## src/design/bdu_pkg.sv

```systemverilog
// ----------------------------------------------------------------------------
// bdu_pkg
// shared types and constants for the box downsample unit
// ----------------------------------------------------------------------------
package bdu_pkg;

    localparam int MaxWidth  = 4096;
    localparam int MaxFactor = 8;
    localparam int ColW      = $clog2(MaxWidth);     // column address bits
    localparam int PosW      = 13;                   // position counter bits
    localparam int FacW      = 4;
    localparam int BlkW      = $clog2(MaxFactor);    // in-block counter bits
    localparam int SumW      = 14;                   // 64 * 255 fits in 14 bits
    localparam int RowW      = 11;                   // 8 * 255 fits in 11 bits

    typedef enum logic [1:0] {
        CFG_FACTOR = 2'd0,
        CFG_WIDTH  = 2'd1,
        CFG_HEIGHT = 2'd2
    } t_cfg_idx;

    typedef enum logic [2:0] {
        ST_IDLE,
        ST_READ,
        ST_ACC,
        ST_DIV,
        ST_OUT
    } t_state;

    // controller to datapath
    typedef struct packed {
        logic load;      // capture input item and advance counters
        logic rd;        // read column sum memory
        logic acc;       // update sums and write memory
        logic div_start; // unused; the datapath starts the divide unit itself
        logic out_load;  // move result to output register
    } t_cmd;

    // datapath to controller
    typedef struct packed {
        logic emit;      // this item completes a block
        logic div_busy;
        logic lim_busy;  // whole-block limits still settling
    } t_sts;

endpackage

```

## src/design/bdu_ctrl.sv

```systemverilog
// ----------------------------------------------------------------------------
// bdu_ctrl
// sequencer for one item: read, accumulate, and for a block's last item divide and present
// ----------------------------------------------------------------------------
module bdu_ctrl (
    input  logic          i_clk,
    input  logic          i_rst_n,
    input  logic          i_valid,
    output logic          o_in_ready,
    input  logic          i_cfg_valid,
    output logic          o_cfg_ready,
    input  logic          i_out_free,
    input  bdu_pkg::t_sts i_sts,
    output bdu_pkg::t_cmd o_cmd
);
    bdu_pkg::t_state r_state, n_state;
    logic            take;

    // a config write goes first; items wait for settled limits
    assign take        = i_valid && !i_cfg_valid && !i_sts.lim_busy;
    assign o_cfg_ready = (r_state == bdu_pkg::ST_IDLE);

    always_ff @(posedge i_clk) begin
        if (!i_rst_n) begin
            r_state <= bdu_pkg::ST_IDLE;
        end else begin
            r_state <= n_state;
        end
    end

    always_comb begin
        n_state = r_state;
        unique case (r_state)
            bdu_pkg::ST_IDLE: if (take) n_state = bdu_pkg::ST_READ;
            bdu_pkg::ST_READ: n_state = bdu_pkg::ST_ACC;
            bdu_pkg::ST_ACC:  n_state = i_sts.emit ? bdu_pkg::ST_DIV : bdu_pkg::ST_IDLE;
            bdu_pkg::ST_DIV:  if (!i_sts.div_busy) n_state = bdu_pkg::ST_OUT;
            bdu_pkg::ST_OUT:  if (i_out_free) n_state = bdu_pkg::ST_IDLE;
            default:          n_state = bdu_pkg::ST_IDLE;
        endcase
    end

    always_comb begin
        o_cmd      = '0;
        o_in_ready = 1'b0;
        unique case (r_state)
            bdu_pkg::ST_IDLE: begin
                o_in_ready = !i_cfg_valid && !i_sts.lim_busy;
                o_cmd.load = take;
            end
            bdu_pkg::ST_READ: o_cmd.rd = 1'b1;
            bdu_pkg::ST_ACC:  o_cmd.acc = 1'b1;
            bdu_pkg::ST_DIV:  o_cmd.div_start = 1'b0;
            bdu_pkg::ST_OUT:  o_cmd.out_load = i_out_free;
            default: ;
        endcase
    end
endmodule

```

## config.mk

```make
export PLATFORM = sky130hd
export DESIGN_NAME = bdu_ctrl
export DESIGN_NICKNAME = d
export VERILOG_FILES = /design/src/design/bdu_pkg.sv /design/src/design/bdu_ctrl.sv
export SDC_FILE = /design/constraint.sdc
export NUM_CORES = 1
export LEC_CHECK = 0
export ABC_AREA = 1
export BUFFER_PORTS_ARGS = -buffer_cell sky130_fd_sc_hd__buf_2
export CAP_MARGIN = 30
export CORE_AREA = 2 2 39 41
export CTS_CLUSTER_DIAMETER = 60
export DETAILED_ROUTE_END_ITERATION = 8
export DIE_AREA = 0 0 41 43
export PLACE_DENSITY = 0.56
export SLEW_MARGIN = 40
export SYNTH_ARGS = -nofsm -noshare
export SYNTH_HDL_FRONTEND = slang
export SYNTH_SLANG_ARGS = --single-unit
```

## constraint.sdc

```tcl
create_clock -name i_clk -period 1 [get_ports i_clk]
set_input_delay 0.2 -clock i_clk [delete_from_list [all_inputs] [get_ports i_clk]]
set_output_delay 0.2 -clock i_clk [all_outputs]
set_load 0.01 [all_outputs]
```

-- Word-level counts from Yosys, hierarchy flattened
Cells that the tools add are included.
- register bits: 3
- input port bits: 8
- output and inout bits: 7
- eq/ne operators: 7
- mux-type cells: 10
- reduce and logical (&&, ||, !) cells: 7
- operator list (kind ; count):
    $pmux W3 S5 ; 1
    $mux W3 ; 3
    $eq A3 B2 Y1 const B ; 2
    $mux W1 ; 5
    $ne A2 B2 Y1 const B ; 2
    $eq A3 B1 Y1 const B ; 1
    $eq A3 B3 Y1 const B ; 1
    $logic_and A1 B1 Y1 ; 3
    $logic_not A3 Y1 ; 1
    $reduce_and A3 Y1 ; 1
    $logic_not A1 Y1 ; 2
    $mux W2 ; 1
    $ne A2 B1 Y1 const B ; 1

-- Logic depth before layout (Yosys ltp)
Gate-level depths: netlist of run 1.
- word-level depth: 5
- gate-level depth with buffers: 10

-- Least setup slack after synthesis of run 1
Ideal clock, no wire load.
- kind: register to output
- start: reg r_state[0]
- end: out o_cmd[0] (netlist name)
- arrival: 848 ps
- setup slack: -48 ps
- cell stages (with the launch flop): 3
- path buffers: 1
- cells stage by stage: dfxtp_1 buf_6 nor4_1
- RTL lines (item ; RTL line ; text):
    from (decl) ; bdu_ctrl.sv:16 ; bdu_pkg::t_state r_state, n_state;
    from (signal assigned) ; bdu_ctrl.sv:25 ; r_state <= bdu_pkg::ST_IDLE;
    from (signal assigned) ; bdu_ctrl.sv:27 ; r_state <= n_state;
    to (decl) ; bdu_ctrl.sv:14 ; output bdu_pkg::t_cmd o_cmd

-- Final worst setup path of run 1
- start: reg r_state[1]
- end: out o_in_ready
- word-level cells in the longest chain between the ends: 2
- ends and longest elaborated chain (item ; RTL line ; text):
    $logic_not A3 Y1 ; bdu_ctrl.sv:46 ; unique case (r_state)
    $mux W1 ; bdu_ctrl.sv:46 ;
    to (decl) ; bdu_ctrl.sv:9 ; output logic o_in_ready,
Every way passes these cells.

==> implementation parameters, run 1 <==
Parameter                              Value

STA
  Post-route clock skew ... 0.00466 ns
  F_max ... 0.817 GHz
  # setup viols final ... 9
  Final Hold Fails ... 0
  Final Slew Violations ... 0
  WHS ... 0.179 ns
  Shortest clock period the worst path allows after layout ... 1.22 ns
  RSZ-0062 raised after global routing ... yes
  Final setup slack of the worst path ... -0.224 ns
  Share of the clock period used by the worst path ... 122%

Layout
  Fill cell count ... 160
  Layout Cells excl Fill ... 80
  Area taken by flip-flops and latches ... 71.3 µm²
  Largest registers ... r_state: 3 flops
  Final net count ... 73
  Ratio of cells with drive above 1 in the final layout ... 62.5%
  Register containing the most flip-flops in the final layout ... r_state
  Leading cell type in the layout, fill and taps excluded ... sky130_fd_sc_hd__buf_2
  Commonest cells after routing, fill and taps aside ... sky130_fd_sc_hd__buf_2 (12), sky130_fd_sc_hd__inv_1 (7), sky130_fd_sc_hd__nand3_1 (5), sky130_fd_sc_hd__buf_4 (5), sky130_fd_sc_hd__nand2_1 (4)
  Multi-input gate area ... 185 µm²
  Max reg flops ... 3
  Area growth syn-to-layout ... 80.5%
  Antenna cell count ... 0

Logic synthesis
  Sequential element share of the synthesized area ... 22.9%
  Netlist Area Pre-Place ... 263 µm²
  Per-instance average area after synthesis ... 6.26 µm²
  Number of instances in the synthesized netlist ... 42
  Register bit total from synthesis ... 3
  Top post-synthesis cells by area ... sky130_fd_sc_hd__dfxtp_1 (23%), sky130_fd_sc_hd__inv_1 (10%), sky130_fd_sc_hd__nand3_1 (9.5%)
  Cell type contributing the most total cell area after synthesis ... sky130_fd_sc_hd__dfxtp_1
  Top cell type's share of synthesized area ... 22.9%
  Count of distinct cell types in the synthesized netlist ... 17
  Synthesis warning total ... 0
  Synth Net Count ... 50

Global routing
  GR Overflow Total ... 0
  Number of global-route vias before repair ... 299
  Global-route wire length before repair ... 1120 µm
  Initial antenna violation count ... 0
  Maximum number of pins on one net before global-route repair ... 8
  Overall global routing resource usage ... 10.4%

Floorplanning
  Vertical die dimension ... 43 µm
  Initial core utilization ... 19.0%
  Chip Width ... 41 µm
  Floorplan Core Area ... 1380 µm²
  Die area ... 1760 µm²
  Boundary Pins ... 15
  Site row count ... 14

Outcome
  Violations in the final reports ... negative setup slack
  Outcome ... finished with violations

Clock network
  Clock tree from TritonCTS ... done
  Post-cts hold buffer count ... 0
  Maximum root-to-sink buffer count ... 2
  Number of clock sinks ... 3
  Clock latency at the later pin of the worst-skew pair ... 0.24 ns
  Clock root buffer master ... sky130_fd_sc_hd__clkbuf_4
  Clock-pin slew of the registers on the worst-case setup and hold paths ... 0.03 ns
  Number of buffers created by CTS ... 3
  H-tree Lvls ... 1

Placement
  Inst Count DP ... 73
  Gp weighted congestion ... 0.676
  Detailed-placement wirelength estimate ... 487 µm
  Post-Place Setup Slack ... -0.0971 ns
  Number of port buffers ... 13

Worst setup path
  CP Max Fanout ... 4
  Library cell contributing the largest single delay on the critical path ... sky130_fd_sc_hd__dfxtp_4
  CP delay by family, top ... flip-flops
  CP Launch Type ... flip-flop
  Cells along the critical path ... nor2_4, nand2_4, nor3_2, buf_2
  Required time of the critical path ... 0.80 ns
  CP Data Arrival Time ... 1.02 ns
  Category of the worst setup path capture point ... output port
  Critical Setup Path Class ... flip-flop to output port
  Worst Path Buf+Inv ... 1
  Delay contributed by the slowest stage of the critical path ... 0.35 ns

Route
  Vias after detailed routing ... 339
  Wire length per cell after detailed routing ... 9.21 µm
  Residual DRC count ... 0
  Total iterations of the first detailed-routing run ... 4
  WL final ... 737 µm
  Post-route ant nets ... 0
  Via/cell ratio ... 4.24
  Detailed router's first-iteration violation count ... 10

Hold path
  Classification of the worst-slack hold path ... input port to flip-flop

Power and ir drop
  Worst voltage drop across the vdd grid ... 0.000789 V
  Leakage power ... 0.264 nW
  Power per cell area ... 3030 nW/µm²

Flow run
  Total of max-cap violations ... 0
-- tightest hold or removal path, stage by stage --
cell                      delay [ns]
sky130_fd_sc_hd__buf_2          0.10
sky130_fd_sc_hd__nand2_1        0.05
sky130_fd_sc_hd__inv_1          0.04
-- what timing repair did --
action,CTS,global route
buffers inserted,2,1
gates resized for setup,9,7
endpoints found under the setup margin,9,9
cloned,0,0
pin swaps,2,4
-- worst paths after layout --
kind / start / endpoint / slack (ns) / cells past startpoint
setup reg to reg: r_state[0] / r_state[2] / -0.12 / 10
hold reg to reg: r_state[0] / r_state[0] / 0.66 / 3
setup / recovery: r_state[1] / o_in_ready / -0.22 / 4
hold / removal: i_rst_n / r_state[1] / 0.18 / 3
-- stage by stage --
stage	util [%]	TNS, ns	total power [mW]	area (µm²)
detailed placement	26.9	-0.282	0.904	372
CTS	32.1	-1.37	1.31	444
finish	34.3	-1.38	1.44	474
global route	34.3	-2.03	1.57	474
global placement	26.9	-0.298	0.908	372
floorplan	-	-0.0345	0.716	275
-- layout make-up --
class / count / share of cell area, %
multi-input cells: 27 / 39.1
repair buffers: 20 / 27.7
flip-flops and latches: 3 / 15.0
inverters: 10 / 8.44
clock buffers: 4 / 5.54
well taps: 16 / 4.22
-- cells by family after synthesis --
kind of cell	Yosys count	synth area share, %
buffers and inverters	12	21.4
flip-flops	3	22.9
other	1	1.43
AO/OA/AOI/OAI	1	2.86
AND/OR/NAND/NOR	25	51.4
-- power by group --
group          total [mW]  leakage, nW  internal (mW)  switching (mW)
clock network       0.216       0.0150          0.150          0.0665
registers           0.277       0.0267          0.195          0.0819
logic               0.945        0.222          0.474           0.471
total                1.44        0.264          0.819           0.619
-- cell usage after synthesis --
cell / n
sky130_fd_sc_hd__and3_1: 1
sky130_fd_sc_hd__nand2_2: 1
sky130_fd_sc_hd__inv_2: 3
sky130_fd_sc_hd__o211ai_1: 1
sky130_fd_sc_hd__dfxtp_1: 3
sky130_fd_sc_hd__buf_4: 1
sky130_fd_sc_hd__nand4_1: 2
sky130_fd_sc_hd__conb_1: 1
sky130_fd_sc_hd__nor4_1: 1
sky130_fd_sc_hd__nor3_1: 2
sky130_fd_sc_hd__nor2_1: 4
sky130_fd_sc_hd__buf_6: 1
sky130_fd_sc_hd__nand2_1: 5
sky130_fd_sc_hd__nand3_1: 5
sky130_fd_sc_hd__nand2_4: 2
sky130_fd_sc_hd__inv_1: 7
sky130_fd_sc_hd__nor2_2: 2
-- per-layer routing --
layer | routed length (µm) | track usage [%] | vias up
li1 | - | - | 171
met1 | 275 | 11.3 | 156
met2 | 421 | 13.1 | 10
met3 | 26 | 4.71 | 2
met4 | 14 | 12.0 | 0
met5 | 0 | 0 | -
Note: power is estimated with default switching activity, not from simulation.
==> run 2, diff against run 1 <==
--- a/config.mk
+++ b/config.mk
@@ -12,7 +12,7 @@
 export CTS_CLUSTER_DIAMETER = 60
 export DETAILED_ROUTE_END_ITERATION = 8
 export DIE_AREA = 0 0 41 43
-export PLACE_DENSITY = 0.56
+export REMOVE_ABC_BUFFERS = 1
 export SLEW_MARGIN = 40
 export SYNTH_ARGS = -nofsm -noshare
 export SYNTH_HDL_FRONTEND = slang
==> implementation parameters, run 2 (synthesis results as in run 1) <==
Parameter                              Value

Outcome
  Outcome ... finished with violations
  Violations in the final reports ... negative setup slack

Worst setup path
  Path depth of the worst reg2reg path ... 8 (-2)
  Required time of the critical path ... 0.80 ns (about the same)
  Category of the worst setup path capture point ... output port
  Start point of the critical path ... r_state[2]
  Startpoint of the worst-slack reg-to-reg timing path ... r_state[1]
  CP Data Arrival Time ... 1.04 ns (+0.02 ns)
  Reg2reg setup slack ... -0.18 ns (-0.06 ns)
  CP Max Fanout ... 6 (+2)
  End of the worst register-to-register path ... r_state[0]
  CP Launch Type ... flip-flop
  Critical Setup Path Class ... flip-flop to output port

Layout
  Commonest cells after routing, fill and taps aside ... sky130_fd_sc_hd__buf_2 (12), sky130_fd_sc_hd__buf_4 (7), sky130_fd_sc_hd__inv_1 (6)
  Layout Cells excl Fill ... 83 (+3.8%)
  Antenna cell count ... 0 (unchanged)
  Largest registers ... r_state: 3 flops
  Max reg flops ... 3 (unchanged)
  Fill cell count ... 160 (unchanged)
  Register containing the most flip-flops in the final layout ... r_state
  Ratio of cells with drive above 1 in the final layout ... 62.7% (+0.19 points)
  Final net count ... 76 (+4.1%)
  Area growth syn-to-layout ... 86.7%
  Leading cell type in the layout, fill and taps excluded ... sky130_fd_sc_hd__buf_2

Route
  Wire length per cell after detailed routing ... 9.88 µm (+7.2%)
  Total iterations of the first detailed-routing run ... 3 (-1)
  Via/cell ratio ... 4.36 (+2.9%)
  WL final ... 820 µm (+11%)
  Detailed router's first-iteration violation count ... 3 (-7)
  Vias after detailed routing ... 362 (+6.8%)
  Topmost layer with routed signal wires ... met4
  Residual DRC count ... 0 (unchanged)
  Post-Route M1 WL ... 227 µm (-17%)
  Post-route ant nets ... 0 (unchanged)
  Total length of routed met3 wires ... 64 µm (+150%)
  Routed met2 length ... 481 µm (+14%)

Power and ir drop
  Worst voltage drop across the vdd grid ... 0.000686 V (-13%)
  Leakage power ... 0.281 nW (+6.4%)
  Power per cell area ... 3000 nW/µm² (-0.98%)

Floorplanning
  Initial core utilization ... 19.0% (unchanged)
  Chip Width ... 41 µm (unchanged)
  Floorplan Core Area ... 1380 µm² (unchanged)
  Site row count ... 14 (unchanged)
  Boundary Pins ... 15 (unchanged)
  Die area ... 1760 µm² (unchanged)
  Vertical die dimension ... 43 µm (unchanged)

Clock network
  Clock-pin slew of the registers on the worst-case setup and hold paths ... 0.04 ns (about the same)
  Clock tree from TritonCTS ... done
  Number of clock sinks ... 3 (unchanged)
  Clock latency at the later pin of the worst-skew pair ... 0.23 ns (about the same)
  H-tree Lvls ... 1 (unchanged)
  Maximum root-to-sink buffer count ... 2 (unchanged)
  Number of buffers created by CTS ... 3 (unchanged)
  Clock root buffer master ... sky130_fd_sc_hd__clkbuf_4
  Post-cts hold buffer count ... 0 (unchanged)

STA
  Final setup slack of the worst path ... -0.237 ns (-0.0135 ns)
  F_max ... 0.808 GHz (-1.1%)
  RSZ-0062 raised after global routing ... yes
  Post-route clock skew ... 0.00225 ns (-0.00241 ns)
  WHS ... 0.195 ns (+0.0156 ns)
  Share of the clock period used by the worst path ... 124% (+1.4 points)
  Final Slew Violations ... 0 (unchanged)
  Final Hold Fails ... 0 (unchanged)
  # setup viols final ... 9 (unchanged)
  Shortest clock period the worst path allows after layout ... 1.24 ns (+0.0135 ns)

Global routing
  Maximum number of pins on one net before global-route repair ... 7 (-1)
  Number of global-route vias before repair ... 356 (+19%)
  Overall global routing resource usage ... 10.9% (+0.49 points)
  Global-route wire length before repair ... 1190 µm (+6.8%)
  Initial antenna violation count ... 0 (unchanged)
  GR Overflow Total ... 0 (unchanged)

Placement
  Gp weighted congestion ... 0.648 (-4.2%)
  Number of port buffers ... 13 (unchanged)
  Detailed-placement wirelength estimate ... 516 µm (+6.1%)
  Inst Count DP ... 72 (-1.4%)

Hold path
  Classification of the worst-slack hold path ... input port to flip-flop
  HP Start ... i_rst_n
  Destination of the worst hold path ... r_state[1]
  Number of cells traversed by the worst hold path ... 3 (unchanged)

Flow run
  Total of max-cap violations ... 0 (unchanged)
-- run 2: worst max path at each step --
stage | end
final | o_cmd[0]
after global routing | o_in_ready
after CTS | o_in_ready
after detailed placement | r_state[2]
after global placement | r_state[2]
after floorplan | o_cmd[0]
-- run 2: cell type report --
class	count	area (µm²)	share of cell area [%]
Clock buffer	4	26.3	5.36
Tap cell	16	20.0	4.08
Multi-Input combinational cell	27	173	35.2
Inverter	10	42.5	8.67
Sequential cell	3	71.3	14.5
Timing Repair Buffer	23	158	32.1
-- run 2: power by group --
| part | internal, mW | switching [mW] | leakage [nW] |
|---|---|---|---|
| sequential | 0.195 | 0.0907 | 0.0267 |
| clock | 0.149 | 0.0619 | 0.0150 |
| combinational | 0.511 | 0.465 | 0.239 |
-- run 2: worst max-delay path, stage by stage (launching register included) --
cell and delay, ns:
sky130_fd_sc_hd__dfxtp_4 0.36, sky130_fd_sc_hd__inv_4 0.05, sky130_fd_sc_hd__nor4_2 0.22, sky130_fd_sc_hd__buf_2 0.17
-- run 2: metrics by stage --
step / worst slack [ns] / instance area [µm²] / TNS (ns) / power, mW / utilization [%]
after CTS: -0.224 / 477 / -1.35 / 1.42 / 34.4
after global routing: -0.309 / 490 / -2.26 / 1.60 / 35.4
after detailed placement: -0.0557 / 352 / -0.181 / 0.862 / 25.4
final: -0.237 / 490 / -1.59 / 1.47 / 35.4
after floorplan: -0.0202 / 244 / -0.0407 / 0.646 / -
after global placement: -0.0517 / 352 / -0.167 / 0.850 / 25.4
-- run 2: layer usage --
layer | GRT usage (%) | vias to the layer above
li1 | - | 180
met1 | 6.41 | 163
met2 | 18.8 | 15
met3 | 4.71 | 4
met4 | 13.3 | 0
met5 | 0 | -
-- run 2: timing repair --
item,CTS,global route
setup buffers,6,1
pin swaps,4,5
gates resized for setup,16,2
endpoints found under the setup margin,9,9
==> run 3, diff against run 2 <==
==> constraint.sdc (replaced) <==
create_clock -name i_clk -period 1.04 [get_ports i_clk]
set_input_delay 0.208 -clock i_clk [delete_from_list [all_inputs] [get_ports i_clk]]
set_output_delay 0.208 -clock i_clk [all_outputs]
set_load 0.01 [all_outputs]
==> implementation parameters, run 3 (synthesis results as in run 1) <==
Parameter                              Value

Flow run
  Total of max-cap violations ... 0 (unchanged)

Clock network
  Maximum root-to-sink buffer count ... 2 (unchanged)
  Clock tree from TritonCTS ... done
  Clock latency at the later pin of the worst-skew pair ... 0.23 ns (about the same)
  Number of buffers created by CTS ... 3 (unchanged)
  Clock root buffer master ... sky130_fd_sc_hd__clkbuf_4
  Clock-pin slew of the registers on the worst-case setup and hold paths ... 0.04 ns (about the same)
  Number of clock sinks ... 3 (unchanged)
  H-tree Lvls ... 1 (unchanged)

STA
  Share of the clock period used by the worst path ... 119%
  Post-route clock skew ... 0.00394 ns (+0.00169 ns)
  Final Slew Violations ... 0 (unchanged)
  Final setup slack of the worst path ... -0.194 ns (+0.0432 ns)
  F_max ... 0.810 GHz
  Shortest clock period the worst path allows after layout ... 1.23 ns
  # setup viols final ... 8 (-1)
  Final Hold Fails ... 0 (unchanged)
  RSZ-0062 raised after global routing ... yes

Layout
  Ratio of cells with drive above 1 in the final layout ... 56.5% (-6.2 points)
  Area growth syn-to-layout ... 63.3%
  Max reg flops ... 3 (unchanged)
  Register containing the most flip-flops in the final layout ... r_state
  Fill cell count ... 151 (-5.6%)
  Antenna cell count ... 0 (unchanged)
  Largest registers ... r_state: 3 flops
  End-of-flow core utilization ... 31.0% (-4.4 points)
  Commonest cells after routing, fill and taps aside ... sky130_fd_sc_hd__buf_2 (12), sky130_fd_sc_hd__inv_1 (6), sky130_fd_sc_hd__nand3_1 (5), sky130_fd_sc_hd__nand2_1 (5)
  Final net count ... 71 (-6.6%)
  Leading cell type in the layout, fill and taps excluded ... sky130_fd_sc_hd__buf_2

Floorplanning
  Initial core utilization ... 19.0% (unchanged)
  Site row count ... 14 (unchanged)
  Chip Width ... 41 µm (unchanged)
  Die area ... 1760 µm² (unchanged)
  Boundary Pins ... 15 (unchanged)
  Vertical die dimension ... 43 µm (unchanged)
  Floorplan Core Area ... 1380 µm² (unchanged)

Power and ir drop
  Leakage power ... 0.252 nW (-10%)
  Worst voltage drop across the vdd grid ... 0.000795 V (+16%)
  Power per cell area ... 2870 nW/µm² (-4.5%)

Placement
  Gp weighted congestion ... 0.638 (-1.5%)
  Post-Place Setup Slack ... -0.0650 ns (-0.00938 ns)
  Number of port buffers ... 13 (unchanged)
  Detailed-placement wirelength estimate ... 510 µm (-1.2%)

Worst setup path
  CP Max Fanout ... 6 (unchanged)
  CP Launch Type ... flip-flop
  Critical Setup Path Class ... flip-flop to output port
  Category of the worst setup path capture point ... output port
  CP Data Arrival Time ... 1.03 ns (about the same)
  Required time of the critical path ... 0.83 ns (+0.03 ns)
  Reg2reg setup slack ... -0.07 ns (+0.11 ns)

Route
  Detailed router's first-iteration violation count ... 2 (-1)
  Total iterations of the first detailed-routing run ... 2 (-1)
  Wire length per cell after detailed routing ... 8.99 µm (-9.0%)
  Post-route ant nets ... 0 (unchanged)
  WL final ... 701 µm (-15%)
  Vias after detailed routing ... 319 (-12%)
  Via/cell ratio ... 4.09 (-6.2%)
  Residual DRC count ... 0 (unchanged)

Global routing
  Initial antenna violation count ... 0 (unchanged)
  Overall global routing resource usage ... 9.43% (-1.5 points)
  Maximum number of pins on one net before global-route repair ... 8 (+1)
  Number of global-route vias before repair ... 296 (-17%)
  GR Overflow Total ... 0 (unchanged)
  Global-route wire length before repair ... 1080 µm (-9.8%)

Hold path
  Classification of the worst-slack hold path ... input port to flip-flop

Outcome
  Outcome ... finished with violations
  Violations in the final reports ... negative setup slack
run 3: changes by cell type in the layout (fill, tap and decap cells not counted):
cell,previous run,this run
sky130_fd_sc_hd__dfxtp_2,0,1
sky130_fd_sc_hd__nand3_1,4,5
sky130_fd_sc_hd__inv_2,2,3
sky130_fd_sc_hd__dfxtp_4,3,2
sky130_fd_sc_hd__buf_4,7,4
sky130_fd_sc_hd__nor4_1,0,1
sky130_fd_sc_hd__inv_4,2,1
sky130_fd_sc_hd__buf_6,4,2
sky130_fd_sc_hd__nor4_2,1,0
sky130_fd_sc_hd__nand3_2,1,0
run 3: critical path: stages, from the launching register on:
cell and delay, ns:
sky130_fd_sc_hd__dfxtp_4 0.36, sky130_fd_sc_hd__nor4_1 0.26, sky130_fd_sc_hd__buf_2 0.17
run 3: power by group:
| part | internal (mW) | total [mW] | switching (mW) |
|---|---|---|---|
| Combinational | 0.372 | 0.767 | 0.395 |
| Sequential | 0.182 | 0.260 | 0.0786 |
| Clock | 0.144 | 0.204 | 0.0605 |
| Total | 0.697 | 1.23 | 0.534 |
run 3: area by class of cell:
| class | instances | area [µm²] | share of cell area (%) |
|---|---|---|---|
| repair buffers | 18 | 113 | 26.2 |
| clock buffers | 4 | 26.3 | 6.12 |
| inverters | 10 | 40.0 | 9.33 |
| flip-flops and latches | 3 | 68.8 | 16.0 |
| well taps | 16 | 20.0 | 4.66 |
| multi-input cells | 27 | 161 | 37.6 |
run 3: per-stage QoR:
| step | total power [mW] | instance area, µm² | setup TNS [ns] | hold WS, ns | instances |
|---|---|---|---|---|---|
| final | 1.23 | 429 | -1.06 | 0.199 | 78 |
| after global routing | 1.35 | 429 | -1.67 | 0.208 | 78 |
| after CTS | 1.21 | 420 | -1.23 | 0.195 | 78 |
| after detailed placement | 0.832 | 352 | -0.143 | 0.441 | 72 |
| after global placement | 0.812 | 352 | -0.0571 | 0.437 | 72 |
| after floorplan | 0.621 | 244 | 0 | 0.306 | 40 |
run 3: path summary, 6_finish.rpt:
kind | end | depth (start not counted) | from
worst min register to register | r_state[1] | 4 | r_state[1]
worst min-delay path | r_state[1] | 3 | i_rst_n
worst max-delay path | o_cmd[0] | 2 | r_state[1]
worst max register to register | r_state[2] | 10 | r_state[0]
run 3: metal layers:
layer / vias to the layer above / GRT usage, % / part of all wire, %
met3: 0 / 3.14 / 8.4
met4: 0 / 6.00 / 0
li1: 169 / - / -
met5: - / 0 / 0
met1: 139 / 7.69 / 39
met2: 11 / 17.2 / 52
run 3: what timing repair did:
action | CTS | global route
endpoints found under the setup margin | 9 | 9
hold buffers | 0 | 0
gates resized for setup | 8 | 4
pin swaps | 2 | 1
cloned | 0 | 0
endpoints found under the hold margin | 0 | 0
buffers inserted | 2 | 0
